==> src/rtl/sfd_pkg.sv <==
// Shared types and constants for the S.BUS frame decoder.
// No dependencies; imported by every module of the block.
package sfd_pkg;

  localparam int CHANNELS    = 16;
  localparam int DATA_BYTES  = 22;
  localparam int RAW_W       = 11;
  localparam int FRAME_W     = DATA_BYTES * 8;
  localparam int CH_W        = 4;
  localparam int POS_W       = 5;
  localparam int GAIN_W      = 17;
  localparam int OFFSET_W    = 32;
  localparam int PROD_W      = RAW_W + GAIN_W;
  localparam int SCALED_W    = 16;

  localparam logic [7:0] HEADER_BYTE = 8'h0F;
  localparam logic [7:0] FOOTER_BYTE = 8'h00;

  localparam logic [POS_W-1:0] POS_HUNT   = 5'd0;
  localparam logic [POS_W-1:0] POS_LAST_DATA = 5'd22;
  localparam logic [POS_W-1:0] POS_FLAGS  = 5'd23;
  localparam logic [POS_W-1:0] POS_FOOTER = 5'd24;

  localparam logic [CH_W-1:0] LAST_CH = 4'd15;

  // Register indexes of the configuration port
  localparam logic REG_GAIN   = 1'b0;
  localparam logic REG_OFFSET = 1'b1;

  localparam logic [GAIN_W-1:0]   GAIN_RESET   = 17'd41009;
  localparam logic [OFFSET_W-1:0] OFFSET_RESET = 32'd57359305;

  // Frame handed from the sync front end to the queue
  typedef struct packed {
    logic               valid;
    logic [FRAME_W-1:0] data;
  } frame_push_t;

  // Queue status seen by the producer and the consumer
  typedef struct packed {
    logic not_empty;
    logic full;
  } queue_status_t;

endpackage

==> src/rtl/sfd_front.sv <==
// Byte-wise frame sync: hunts for the header, collects the data bytes,
// checks the footer and pushes good frames. Depends on sfd_pkg.
module sfd_front import sfd_pkg::*; (
  input  logic          clk,
  input  logic          rst,
  input  logic          in_valid,
  output logic          in_stall,
  input  logic [7:0]    rx_byte,
  input  queue_status_t q_status,
  output frame_push_t   push
);

  logic [POS_W-1:0]   pos;
  logic [POS_W-1:0]   pos_next;
  logic [FRAME_W-1:0] store;
  logic               take;
  logic               at_data;

  // Hold off the footer byte while no queue slot is free
  assign in_stall = (pos == POS_FOOTER) && q_status.full;
  assign take     = in_valid && !in_stall;
  assign at_data  = (pos != POS_HUNT) && (pos <= POS_LAST_DATA);

  // Advance the frame position
  always_comb begin
    pos_next = pos;
    priority if (pos == POS_HUNT) begin
      if (rx_byte == HEADER_BYTE) pos_next = 5'd1;
    end else if (at_data || pos == POS_FLAGS) begin
      pos_next = pos + 5'd1;
    end else begin
      pos_next = POS_HUNT;
    end
  end

  always_ff @(posedge clk) begin
    if (rst) begin
      pos <= POS_HUNT;
    end else if (take) begin
      pos <= pos_next;
    end
  end

  // Shift data bytes in from the top so byte 0 ends at the bottom
  always_ff @(posedge clk) begin
    if (take && at_data) begin
      store <= {rx_byte, store[FRAME_W-1:8]};
    end
  end

  // Push the frame on a good footer
  assign push.valid = take && (pos == POS_FOOTER) && (rx_byte == FOOTER_BYTE);
  assign push.data  = store;

`ifndef ASSERT_OFF
  a_pos_range: assert property (@(posedge clk) disable iff (rst) pos <= POS_FOOTER)
    else $error("frame position out of range");
  a_push_footer: assert property (@(posedge clk) disable iff (rst)
    push.valid |-> $past(pos) == POS_FLAGS || $past(!take) || $past(pos) == POS_FOOTER)
    else $error("push away from footer");
`endif

endmodule

==> src/rtl/sfd_queue.sv <==
// Two-entry frame queue between the sync front end and the channel back end.
// Depends on sfd_pkg.
module sfd_queue import sfd_pkg::*; (
  input  logic               clk,
  input  logic               rst,
  input  frame_push_t        push,
  input  logic               pop,
  output queue_status_t      status,
  output logic [FRAME_W-1:0] head
);

  logic [FRAME_W-1:0] slot [2];
  logic               wr_ptr;
  logic               rd_ptr;
  logic [1:0]         count;

  assign status.not_empty = (count != 2'd0);
  assign status.full      = (count == 2'd2);
  assign head             = slot[rd_ptr];

  always_ff @(posedge clk) begin
    if (push.valid) begin
      slot[wr_ptr] <= push.data;
    end
  end

  // Advance pointers and count
  always_ff @(posedge clk) begin
    if (rst) begin
      wr_ptr <= 1'b0;
      rd_ptr <= 1'b0;
      count  <= 2'd0;
    end else begin
      if (push.valid) wr_ptr <= ~wr_ptr;
      if (pop)        rd_ptr <= ~rd_ptr;
      unique case ({push.valid, pop})
        2'b10:   count <= count + 2'd1;
        2'b01:   count <= count - 2'd1;
        default: count <= count;
      endcase
    end
  end

`ifndef ASSERT_OFF
  a_no_overflow: assert property (@(posedge clk) disable iff (rst)
    !(push.valid && status.full && !pop))
    else $error("queue overflow");
  a_no_underflow: assert property (@(posedge clk) disable iff (rst)
    pop |-> status.not_empty)
    else $error("queue underflow");
`endif

endmodule

==> src/rtl/sfd_back.sv <==
// Channel back end: unpacks one channel a cycle from the queued frame while
// the output is not stalled, scales it in Q16, saturates and holds it in the
// output register. Depends on sfd_pkg.
module sfd_back import sfd_pkg::*; (
  input  logic                clk,
  input  logic                rst,
  input  logic                cfg_write,
  input  logic                cfg_index,
  input  logic [OFFSET_W-1:0] cfg_data,
  input  queue_status_t       q_status,
  input  logic [FRAME_W-1:0]  head,
  output logic                pop,
  output logic                out_valid,
  input  logic                out_stall,
  output logic [CH_W-1:0]     channel_index,
  output logic [RAW_W-1:0]    raw_value,
  output logic [SCALED_W-1:0] scaled_value,
  output logic                last_channel
);

  logic [GAIN_W-1:0]   gain;
  logic [OFFSET_W-1:0] offset;
  logic [CH_W-1:0]     ch;
  logic                adv;
  logic                issue;

  logic                s1_valid;
  logic [CH_W-1:0]     s1_idx;
  logic [RAW_W-1:0]    s1_raw;
  logic                s2_valid;
  logic [CH_W-1:0]     s2_idx;
  logic [RAW_W-1:0]    s2_raw;
  logic [PROD_W-1:0]   s2_prod;
  logic [OFFSET_W:0]   sum;
  logic [SCALED_W:0]   shifted;

  // Configuration registers
  always_ff @(posedge clk) begin
    if (rst) begin
      gain   <= GAIN_RESET;
      offset <= OFFSET_RESET;
    end else if (cfg_write) begin
      unique case (cfg_index)
        REG_GAIN:   gain   <= cfg_data[GAIN_W-1:0];
        REG_OFFSET: offset <= cfg_data;
        default:    gain   <= gain;
      endcase
    end
  end

  // Move the whole pipeline whenever the output slot can take a transfer
  assign adv   = !out_valid || !out_stall;
  assign issue = adv && q_status.not_empty;
  assign pop   = issue && (ch == LAST_CH);

  always_ff @(posedge clk) begin
    if (rst) begin
      ch        <= '0;
      s1_valid  <= 1'b0;
      s2_valid  <= 1'b0;
      out_valid <= 1'b0;
    end else if (adv) begin
      if (issue) ch <= ch + 4'd1;
      s1_valid  <= issue;
      s2_valid  <= s1_valid;
      out_valid <= s2_valid;
    end
  end

  // Offset add and Q16 shift; saturation follows in the output register
  assign sum     = {{(OFFSET_W + 1 - PROD_W){1'b0}}, s2_prod} + {1'b0, offset};
  assign shifted = sum[OFFSET_W:16];

  // Stage payloads: unpack, multiply, then scale into the output register
  always_ff @(posedge clk) begin
    if (adv) begin
      s1_idx        <= ch;
      s1_raw        <= head[RAW_W*ch +: RAW_W];
      s2_idx        <= s1_idx;
      s2_raw        <= s1_raw;
      s2_prod       <= PROD_W'(s1_raw) * PROD_W'(gain);
      channel_index <= s2_idx;
      raw_value     <= s2_raw;
      last_channel  <= (s2_idx == LAST_CH);
      scaled_value  <= shifted[SCALED_W] ? {SCALED_W{1'b1}} : shifted[SCALED_W-1:0];
    end
  end

`ifndef ASSERT_OFF
  a_last_idx: assert property (@(posedge clk) disable iff (rst)
    out_valid && last_channel |-> channel_index == LAST_CH)
    else $error("last flag on wrong channel");
  a_pop_last: assert property (@(posedge clk) disable iff (rst)
    pop |=> s1_valid && s1_idx == LAST_CH)
    else $error("frame popped before its last channel");
`endif

endmodule

==> src/rtl/sbus_frame_decoder_core.sv <==
// A good frame waits in a queue slot; its 16 channels pass the unpack, multiply
// and output registers, one channel per cycle while the output is not stalled.
// Throughput: one byte per cycle; the footer byte is held off only while
// both frame queue slots are taken. Output stall freezes the back end pipeline.
// Reset (synchronous, rst high) returns to header hunt, empties the queue
// and restores gain and offset defaults. No clearing pass is needed.
module sbus_frame_decoder_core import sfd_pkg::*; (
  input  logic                clk,
  input  logic                rst,
  input  logic                cfg_write,
  input  logic                cfg_index,
  input  logic [OFFSET_W-1:0] cfg_data,
  input  logic                in_valid,
  output logic                in_stall,
  input  logic [7:0]          rx_byte,
  output logic                out_valid,
  input  logic                out_stall,
  output logic [CH_W-1:0]     channel_index,
  output logic [RAW_W-1:0]    raw_value,
  output logic [SCALED_W-1:0] scaled_value,
  output logic                last_channel
);

  frame_push_t        push;
  queue_status_t      q_status;
  logic [FRAME_W-1:0] head;
  logic               pop;

  sfd_front u_front (
    .clk      (clk),
    .rst      (rst),
    .in_valid (in_valid),
    .in_stall (in_stall),
    .rx_byte  (rx_byte),
    .q_status (q_status),
    .push     (push)
  );

  sfd_queue u_queue (
    .clk    (clk),
    .rst    (rst),
    .push   (push),
    .pop    (pop),
    .status (q_status),
    .head   (head)
  );

  sfd_back u_back (
    .clk           (clk),
    .rst           (rst),
    .cfg_write     (cfg_write),
    .cfg_index     (cfg_index),
    .cfg_data      (cfg_data),
    .q_status      (q_status),
    .head          (head),
    .pop           (pop),
    .out_valid     (out_valid),
    .out_stall     (out_stall),
    .channel_index (channel_index),
    .raw_value     (raw_value),
    .scaled_value  (scaled_value),
    .last_channel  (last_channel)
  );

endmodule
==> config.mk <==
export PLATFORM = sky130hd
export DESIGN_NAME = sbus_frame_decoder_core
export DESIGN_NICKNAME = d
export VERILOG_FILES = /design/src/rtl/sfd_pkg.sv /design/src/rtl/sfd_front.sv /design/src/rtl/sfd_queue.sv /design/src/rtl/sfd_back.sv /design/src/rtl/sbus_frame_decoder_core.sv
export SDC_FILE = /design/constraint.sdc
export NUM_CORES = 1
export LEC_CHECK = 0
export ABC_AREA = 1
export BUFFER_PORTS_ARGS = -buffer_cell sky130_fd_sc_hd__buf_2
export CORE_MARGIN = 2
export CORE_UTILIZATION = 40
export DETAILED_ROUTE_END_ITERATION = 8
export SLEW_MARGIN = 20
export SYNTH_ARGS = -nofsm -noshare
export SYNTH_HDL_FRONTEND = slang
export SYNTH_SLANG_ARGS = --single-unit
==> constraint.sdc <==
create_clock -name clk -period 29.7 [get_ports clk]
set_input_delay 7.425 -clock clk [delete_from_list [all_inputs] [get_ports clk]]
set_output_delay 7.425 -clock clk [all_outputs]
set_load 0.01 [all_outputs]
==> impl_results.md, run 1 <==
- Outcome: complete, no violations
- Measured slew at the worst slew-check pin: 1.02 ns
- LEAKAGE: 15.1 nW
- CP peak stage delay: 0.81 ns
- Max-slew headroom: 0.318
- Worst setup SP type: input port
- Crit-path max FO: 67
- Die W: 291 um
- Design area: 36700 um^2
- Remaining global-route overflow: 0
- Comb power frac: 0.205
- GRT Util Overall: 0.173
- Post-cts sizing count: 0
- Worst Path Arrival: 10.49 ns
- Top FF cell, synth: edfxtp_1
- First-pass GRT wire length: 116000 um
- Endpoint type of the worst setup path: flop
- Largest net degree at the start of global routing: 137
- First-pass iteration count of the detailed router: 7
- Io pins: 80
- Post-synth EDFFs: 618
- Chip Height: 291 um
- Total CTS buffers: 71
- Worst skew pair latency: 0.62 ns
- Clock network fraction of design power: 0.366
- Vias in the first global route: 21200
- CTS H-tree depth: 3
- Internal Power: 1.83 mW
- Dpl cell area: 34200 um^2
- DP Wirelength: 45300 um
- RSZ-0062 raised after global routing: false
- Initial Util: 0.402
- Setup Buffers After CTS: 0
- TritonCTS clock tree: done
- Critical Path RT: 29.95 ns
- Layout cells sized above 1: 0.0734
- Achievable Freq: 97.7 MHz
- Setup Viol. Count Final: 0
- Post-route clock period utilization: 0.345
- Synth cell types: 41
- Area leader, netlist: edfxtp_1
- Die ar.: 84500 um^2
- Drt drc: 0
- CP Class: input port to flop
- Core outline area: 81700 um^2
- Initial antenna violation count: 0
- Row cnt: 105
- Port bufs: 79
- Clk sink count: 684
- Max stage delay cell, worst path: buf_4
- Cells after synthesis: 2989
- Crit path cell chain: buf_2 -> nor2_1 -> nand2_1 -> inv_1 -> nand3_1 -> nor2_1 -> nand2_1 -> clkinv_4 -> buf_4 -> buf_4
- Final worst slack: 19.46 ns
- DRT antenna net count: 0
- Seq/Total Area, Yosys: 0.605
- Commonest cells in the netlist: edfxtp_1, nand2_1, inv_1
- Fillers: 7613
- Final GP Congestion: 0.896
- Sw power: 0.738 mW
- Clk buf depth: 3
- Wire per inst: 17.3 um
- Syn_nets: 3267
- Area contributors post-synth: edfxtp_1, fa_1, nand2_1, inv_1, dfxtp_1
- Detailed Route WL: 71900 um
- Place WS: 18.61 ns
- Min cycle time layout: 10.24 ns
- Post-synth top area share: 0.565
- Asr flop ratio synth: 0
- Max VDD drop: 52.6 uV
- Clk slew on worst S/H paths: 0.06 ns
- Antenna cells: 0
- Initial drt markers: 1554
- Switching share of power: 0.287
- Root Buffer: clkbuf_16
- Power Density: 70.0 nW/um^2
- Drt via density: 5.01
- Hold Path Class: flop to flop
- Syn avg cell area: 11.0 um^2
- Layout area overhead: 11.7%
- Post-CTS Hold Buffers: 0
- Min Hold Slack: 0.417 ns
- #FFs+latches synth: 684
- Max-cap violations: 0
- Mapped cell area: 32900 um^2
- Max Slew Vio Count: 0
- Clock Skew: 0.0410 ns
- Reg power frac: 0.429
- Synth warn: 0
- Setup_tns: 0 ns
- Layout Nets: 3314
- Via Count: 20900
- Count leader, synth: edfxtp_1
- Hold Fails Final Rpt: 0
cells by family (layout without fill, tap and decap cells):
| logic type | Yosys count | in the layout | share of synthesized area |
|---|---|---|---|
| DFF | 684 | 684 | 0.605 |
| adders and majority gates | 232 | 232 | 0.119 |
| AOI/OAI and AO/OA | 393 | 393 | 0.0696 |
| xor gates and xnor gates | 19 | 19 | 0.00506 |
| buffers and inverters | 552 | 656 | 0.0673 |
| and+or+nand+nor | 1109 | 1109 | 0.134 |
worst paths after layout:
| kind | slack, ns | startpoint | cells past startpoint | end |
|---|---|---|---|---|
| worst max-delay path | 19.46 | rx_byte[7] | 10 | u_queue.slot[1][76] |
| worst min register to register | 0.42 | u_back.s2_raw[2] | 0 | u_back.raw_value[2] |
| worst max register to register | 24.28 | u_back.s1_raw[2] | 19 | u_back.s2_prod[27] |
| worst min-delay path | 0.42 | u_back.s2_raw[2] | 0 | u_back.raw_value[2] |
sequential cells by signal, summed over array words and instances (netlist names), 5 cells and up, named ones only:
signal / count
u_back.offset: 32
u_front.store: 176
u_back.s1_raw: 11
u_back.s2_prod: 28
u_back.s2_raw: 11
u_back.gain: 17
u_back.scaled_value: 16
u_queue.slot: 352
u_front.pos: 5
u_back.raw_value: 11
cell usage in the layout (no fill, tap or decap), drive strengths merged, types with 4 or more instances in the layout:
master and instances:
nor3 12, buf 101, clkbuf 81, bufinv 12, nor2 340, o211ai 33
o21ai 230, nand2 603, nand3 127, a21oi 63, edfxtp 618, clkinv 33
dfxtp 66, xor2 15, ha 98, o21bai 5, inv 426, xnor2 4
fa 134, o221ai 55, nand4 15
power by group through the flow:
stage	Combinational, mW	Clock (mW)	Sequential, mW
2_1_floorplan	0.388	0	1.12
6_report	0.527	0.940	1.10
5_1_grt	0.616	1.00	1.11
4_1_cts	0.530	0.959	1.10
3_5_place_dp	0.527	0	1.12
3_3_place_gp	0.526	0	1.12
through the flow:
step                total power [mW]  instances  utilization
floorplan                       1.51       2989            -
global placement                1.65       4033        0.419
detailed placement              1.65       4033        0.419
CTS                             2.59       4163        0.449
global route                    2.72       4163        0.449
finish                          2.57       4163        0.449
per-layer routing:
metal | vias up | GRT usage | routed length (um)
met5 | - | 0 | 0
met4 | 0 | 0.0433 | 1350
met3 | 104 | 0.0267 | 4050
met2 | 503 | 0.291 | 34600
met1 | 10200 | 0.236 | 31900
li1 | 10100 | - | -
worst max-delay path, delay by kind of cell:
kind | cells | cell delay [ns]
AND/OR/NAND/NOR | 5 | 0.79
buffers and inverters | 5 | 2.14
final cells by class:
| cell class | instances | area (um^2) | area share |
|---|---|---|---|
| Tap cell | 1070 | 1340 | 0.0365 |
| Sequential cell | 684 | 19900 | 0.542 |
| Inverter | 425 | 1600 | 0.0437 |
| Clock inverter | 49 | 656 | 0.0179 |
| Timing Repair Buffer | 101 | 573 | 0.0156 |
| Multi-Input combinational cell | 1753 | 10800 | 0.294 |
| Clock buffer | 81 | 1850 | 0.0503 |
(Power assumes the default switching activity.)
==> inputs of run 2 (changes only) <==
==> constraint.sdc (replaced) <==
create_clock -name clk -period 8.6 [get_ports clk]
set_input_delay 2.15 -clock clk [delete_from_list [all_inputs] [get_ports clk]]
set_output_delay 2.15 -clock clk [all_outputs]
set_load 0.01 [all_outputs]
==> impl_results.md, run 2 (synthesis gave the netlist of run 1 again) <==
- Endpoint type of the worst setup path: flop
- Final worst slack: 3.28 ns (-16.18 ns)
- Max-slew headroom: 0.303 (-0.0154)
- Initial Util: 0.402 (unchanged)
- R2R cell count: 19 (unchanged)
- Achievable Freq: 188 MHz
- Met2 global-route usage: 0.293 (+0.00204)
- Detailed Route WL: 72800 um (+1.3%)
- Most common cell after layout, fill and taps aside: edfxtp_1
- Hold Path Origin: u_back.s1_idx[1]
- CP dominant cell by count: inv_1
- Fillers: 7703 (+1.2%)
- Post-cts sizing count: 0 (unchanged)
- Largest net degree at the start of global routing: 129 (-5.8%)
- Largest Register: u_queue.slot
- Hold depth: 0 (unchanged)
- Hold Path Class: flop to flop
- Max Slew Vio Count: 0 (unchanged)
- Io pins: 80 (unchanged)
- Overall power: 8.75 mW (+240%)
- RSZ-0062 raised after global routing: false
- Max stage delay cell, worst path: edfxtp_1
- Root Buffer: clkbuf_16
- DRT antenna net count: 0 (unchanged)
- Vias in the first global route: 21000 (-0.58%)
- Via Count: 20800 (-0.29%)
- Clock Skew: 0.0252 ns (-0.0158 ns)
- TritonCTS clock tree: done
- Measured slew at the worst slew-check pin: 1.05 ns (+0.0231 ns)
- Max reg flops: 352 (unchanged)
- Final GP Congestion: 0.870 (-2.9%)
- Chip Height: 291 um (unchanged)
- CP Class: flop to flop
- FF-to-FF End: u_back.s2_prod[26]
- Die ar.: 84500 um^2 (unchanged)
- Worst setup SP type: flop
- Leading registers by flop count: u_queue.slot x352, u_front.store x176, u_back.offset x32
- Initial drt markers: 1346 (-13%)
- First-pass iteration count of the detailed router: 7 (unchanged)
- Worst hold endpoint: u_back.s2_idx[1]
- Crit-path max FO: 18 (-73%)
- Commonest non-fill, non-tap cells in the layout: edfxtp_1, nand2_1, inv_1, nor2_1, o21ai_0
- Crit path cell chain: nand2_1 -> inv_1 -> fa_1 -> inv_1 -> fa_1 -> inv_1 -> fa_1 -> fa_1 -> inv_1 -> fa_1 -> inv_1 -> ha_1 -> nand2_1 -> inv_1 -> nand2_1 -> nor4_1 -> nand3_1 -> nand4_1 -> nand2_1
- First-pass GRT wire length: 117000 um (+0.22%)
- Place WS: 3.32 ns (-15.29 ns)
- Wire per inst: 17.5 um (+1.3%)
- Flop-to-flop setup slack: 3.28 ns (-21.00 ns)
- Remaining global-route overflow: 0 (unchanged)
- Drt via density: 5.00 (-0.27%)
- CP peak stage delay: 0.69 ns (-0.12 ns)
- Internal Power: 6.18 mW (+240%)
- Power Density: 239 nW/um^2 (+240%)
- Switching share of power: 0.293 (+0.00589)
- Row cnt: 105 (unchanged)
- Worst skew pair latency: 0.63 ns (about the same)
- Max VDD drop: 140 uV (+170%)
- Core outline area: 81700 um^2 (unchanged)
- CTS H-tree depth: 3 (unchanged)
- Final Util: 0.447 (-0.00165)
- Dpl cell area: 34200 um^2 (about the same)
- GRT Util Overall: 0.175 (+0.00140)
- Clk buf depth: 3 (unchanged)
- GR peak layer: met2
- Layout cells sized above 1: 0.0695 (-0.00386)
- Setup_tns: 0 ns (unchanged)
- Clk sink count: 684 (unchanged)
- Clock network fraction of design power: 0.355 (-0.011)
- Met3 Use GR: 0.0234 (-0.00329)
- Comb power frac: 0.209 (+0.004)
- Design area: 36600 um^2 (-0.37%)
- Worst Path Arrival: 5.69 ns (-4.80 ns)
- Antenna cells: 0 (unchanged)
- DP Wirelength: 45800 um (+1.1%)
- Setup Viol. Count Final: 0 (unchanged)
- Reg power frac: 0.436 (+0.007)
- Min cycle time layout: 5.32 ns
- Met1 Use GR: 0.237 (+0.000335)
- LEAKAGE: 15.0 nW (-0.51%)
- Layout Nets: 3314 (unchanged)
- Drt drc: 0 (unchanged)
- Port bufs: 79 (unchanged)
- Max-cap violations: 0 (unchanged)
- Post-CTS Hold Buffers: 0 (unchanged)
- Clk slew on worst S/H paths: 0.06 ns (about the same)
- Outcome: complete, no violations
- Sw power: 2.56 mW (+250%)
- Hold Fails Final Rpt: 0 (unchanged)
- Layout area overhead: 11.3%
- Initial antenna violation count: 0 (unchanged)
- Post-route clock period utilization: 0.619
- Die W: 291 um (unchanged)
- Worst r2r src: u_back.s1_raw[8]
- Critical Path RT: 8.97 ns (-20.98 ns)
- Setup Buffers After CTS: 0 (unchanged)
- Total CTS buffers: 73 (+2.8%)
==> run 2: worst max path at each step <==
stage	startpoint	to	slack (ns)
after CTS	u_back.s1_raw[8]	u_back.s2_prod[26]	3.30
after detailed placement	u_back.s1_raw[8]	u_back.s2_prod[26]	3.32
final	u_back.s1_raw[8]	u_back.s2_prod[26]	3.28
after global routing	u_back.s1_raw[8]	u_back.s2_prod[26]	2.97
after floorplan	rx_byte[0]	u_queue.slot[0][0]	0.85
after global placement	u_back.s1_raw[8]	u_back.s2_prod[27]	3.39
==> run 2: stage by stage <==
| step | instances | hold WS (ns) |
|---|---|---|
| after global routing | 4162 | 0.430 |
| after CTS | 4162 | 0.418 |
| after detailed placement | 4031 | 0.405 |
| after global placement | 4031 | 0.404 |
| after floorplan | 2989 | 0.400 |
| final | 4162 | 0.421 |
==> run 2: layout make-up <==
| cell class | instances | area (um^2) | area share |
|---|---|---|---|
| flip-flops and latches | 684 | 19900 | 0.544 |
| clock inverters | 32 | 360 | 0.00985 |
| inverters | 425 | 1600 | 0.0439 |
| clock buffers | 99 | 2010 | 0.0549 |
| multi-input cells | 1753 | 10800 | 0.295 |
| repair buffers | 99 | 571 | 0.0156 |
| well taps | 1070 | 1340 | 0.0366 |
==> run 2: power groups by stage <==
stage,logic [mW],clock network (mW),registers (mW)
final,1.83,3.11,3.81
after global routing,2.13,3.30,3.82
after CTS,1.85,3.18,3.81
after detailed placement,1.84,0,3.88
after global placement,1.84,0,3.88
after floorplan,1.34,0,3.86
==> run 2: critical path: cells and delay by family (launching register included) <==
family        cells  cell delay, ns
flops             1            0.69
simple gates      7            1.06
buf+inv           6            0.34
fa+ha+maj         6            3.00
==> run 2: layer usage <==
metal | part of all wire | wire length (um)
met5 | 0 | 0
met3 | 0.041 | 2990
met4 | 0.025 | 1830
met1 | 0.45 | 32800
met2 | 0.48 | 35200
==> inputs of run 3 (changes only) <==
==> constraint.sdc (replaced) <==
create_clock -name clk -period 4.7 [get_ports clk]
set_input_delay 1.175 -clock clk [delete_from_list [all_inputs] [get_ports clk]]
set_output_delay 1.175 -clock clk [all_outputs]
set_load 0.01 [all_outputs]
==> impl_results.md, run 3 (synthesis gave the netlist of run 1 again) <==
- Hold Fails Final Rpt: 0 (unchanged)
- Power Density: 456 nW/um^2 (+91%)
- Root Buffer: clkbuf_16
- Endpoint type of the worst setup path: flop
- First-pass iteration count of the detailed router: 8 (+1)
- CP Class: flop to flop
- Initial Util: 0.402 (unchanged)
- CTS H-tree depth: 3 (unchanged)
- Crit path cell chain: buf_4 -> buf_6 -> nand2_1 -> fa_2 -> inv_1 -> fa_1 -> fa_1 -> fa_1 -> inv_1 -> fa_1 -> inv_1 -> ha_4 -> nand2_1 -> nand2_2 -> nor2_2 -> nand2_2 -> nand2_2 -> nand2_4 -> nand2_2 -> nand2_2 -> xor2_1
- Port bufs: 79 (unchanged)
- Initial antenna violation count: 1 (+1)
- Remaining global-route overflow: 0 (unchanged)
- Outcome: complete, no violations
- Leading registers by flop count: u_queue.slot x352, u_front.store x176, u_back.offset x32
- Max Slew Vio Count: 0 (unchanged)
- Die ar.: 84500 um^2 (unchanged)
- Antenna cells: 0 (unchanged)
- Max VDD drop: 330 uV (+140%)
- Max stage delay cell, worst path: fa_2
- Max reg flops: 352 (unchanged)
- Clk slew on worst S/H paths: 0.06 ns (about the same)
- Chip Height: 291 um (unchanged)
- Initial drt markers: 1311 (-2.6%)
- CP peak stage delay: 0.55 ns (-0.14 ns)
- Worst setup SP type: flop
- Setup Viol. Count Final: 0 (unchanged)
- Worst Path Arrival: 5.03 ns (-0.66 ns)
- Hold Path Class: flop to flop
- LEAKAGE: 15.8 nW (+5.3%)
- Wire per inst: 17.5 um (+0.13%)
- Min cycle time layout: 4.65 ns (-0.677 ns)
- Met3 Wirelength: 3050 um (+2.1%)
- Achievable Freq: 215 MHz (+15%)
- TritonCTS clock tree: done
- Fillers: 7412 (-3.8%)
- Layout Nets: 3446 (+4.0%)
- CP dominant cell by count: nand2_2
- Largest Register: u_queue.slot
- Min Hold Slack: 0.408 ns (-0.0133 ns)
- Worst skew pair latency: 0.65 ns (+0.02 ns)
- GRT Util Overall: 0.177 (+0.00216)
- Metal2 WL: 37500 um (+6.4%)
- Largest net degree at the start of global routing: 177 (+37%)
- Critical Path RT: 5.09 ns (-3.88 ns)
- Bufs and invs on worst path: 5 (-1)
- Drt drc: 0 (unchanged)
- DRT antenna net count: 0 (unchanged)
- Layout area overhead: 17.3%
- RSZ-0062 raised after global routing: true
- DP Wirelength: 49000 um (+7.0%)
- CP top delay family: adder cells
- Via Count: 21600 (+3.8%)
- Max-slew headroom: 0.234 (-0.0690)
- Crit-path max FO: 6 (-12)
- Overall power: 17.6 mW (+100%)
- Post-route clock period utilization: 0.988 (+0.369)
- Final Util: 0.472 (+0.0244)
- M1 WL: 33000 um (+0.67%)
- Post-CTS Hold Buffers: 0 (unchanged)
- Die W: 291 um (unchanged)
- Clock Skew: 0.0469 ns (+0.0217 ns)
- Vias in the first global route: 21700 (+3.3%)
- Total CTS buffers: 74 (+1.4%)
- Max-cap violations: 0 (unchanged)
- Drt via density: 5.03 (+0.63%)
- Uppermost layer routed: met4
- Most common cell after layout, fill and taps aside: edfxtp_1
- Detailed Route WL: 75300 um (+3.3%)
- First-pass GRT wire length: 119000 um (+1.6%)
- Io pins: 80 (unchanged)
- Commonest non-fill, non-tap cells in the layout: edfxtp_1, nand2_1, inv_1, nor2_1, o21ai_0
- Clk sink count: 684 (unchanged)
- Setup_tns: 0 ns (unchanged)
- Layout cells sized above 1: 0.152 (+0.0824)
- Core outline area: 81700 um^2 (unchanged)
- Final GP Congestion: 0.872 (+0.20%)
- Clk buf depth: 3 (unchanged)
- Row cnt: 105 (unchanged)
- Measured slew at the worst slew-check pin: 1.15 ns (+0.103 ns)
-- run 3: area by class of cell --
class	count	area [um^2]	area share
tap	1070	1340	0.0347
multi-input combinational	1753	11500	0.297
clock inverter	45	472	0.0122
inverter	425	1600	0.0416
clock buffer	88	1920	0.0499
sequential	684	19900	0.516
timing repair buffer	230	1860	0.0484
-- run 3: final timing paths --
kind / to / slack (ns) / depth (start not counted) / startpoint
setup / recovery: u_back.s2_prod[22] / 0.05 / 21 / u_back.s1_raw[2]
hold / removal: u_back.raw_value[5] / 0.41 / 0 / u_back.s2_raw[5]
setup reg to reg: u_back.s2_prod[22] / 0.05 / 21 / u_back.s1_raw[2]
hold reg to reg: u_back.raw_value[5] / 0.41 / 0 / u_back.s2_raw[5]
-- run 3: power by group --
part | internal, mW | leakage (nW) | switching [mW]
Combinational | 2.11 | 8.34 | 2.79
Clock | 3.24 | 1.17 | 2.46
Sequential | 6.86 | 6.28 | 0.104
-- run 3: routing by layer --
layer  track usage  up-vias
met2         0.306      449
met5             0        -
met3        0.0242      120
li1              -    10300
met1         0.233    10700
met4        0.0500        0
-- run 3: timing repair --
item	CTS	global route
pin swaps	2	44
resized for setup	41	159
setup endpoints to repair	16	18
cloned	0	2
buffers inserted	5	17
-- run 3: through the flow --
| step | instance area (um^2) | instances | setup WS, ns |
|---|---|---|---|
| floorplan | 32900 | 2989 | -0.0701 |
| global placement | 35200 | 4138 | -0.251 |
| detailed placement | 35200 | 4138 | -0.281 |
| CTS | 37800 | 4276 | -0.00269 |
| global route | 38600 | 4295 | -0.142 |
| finish | 38600 | 4295 | 0.0548 |
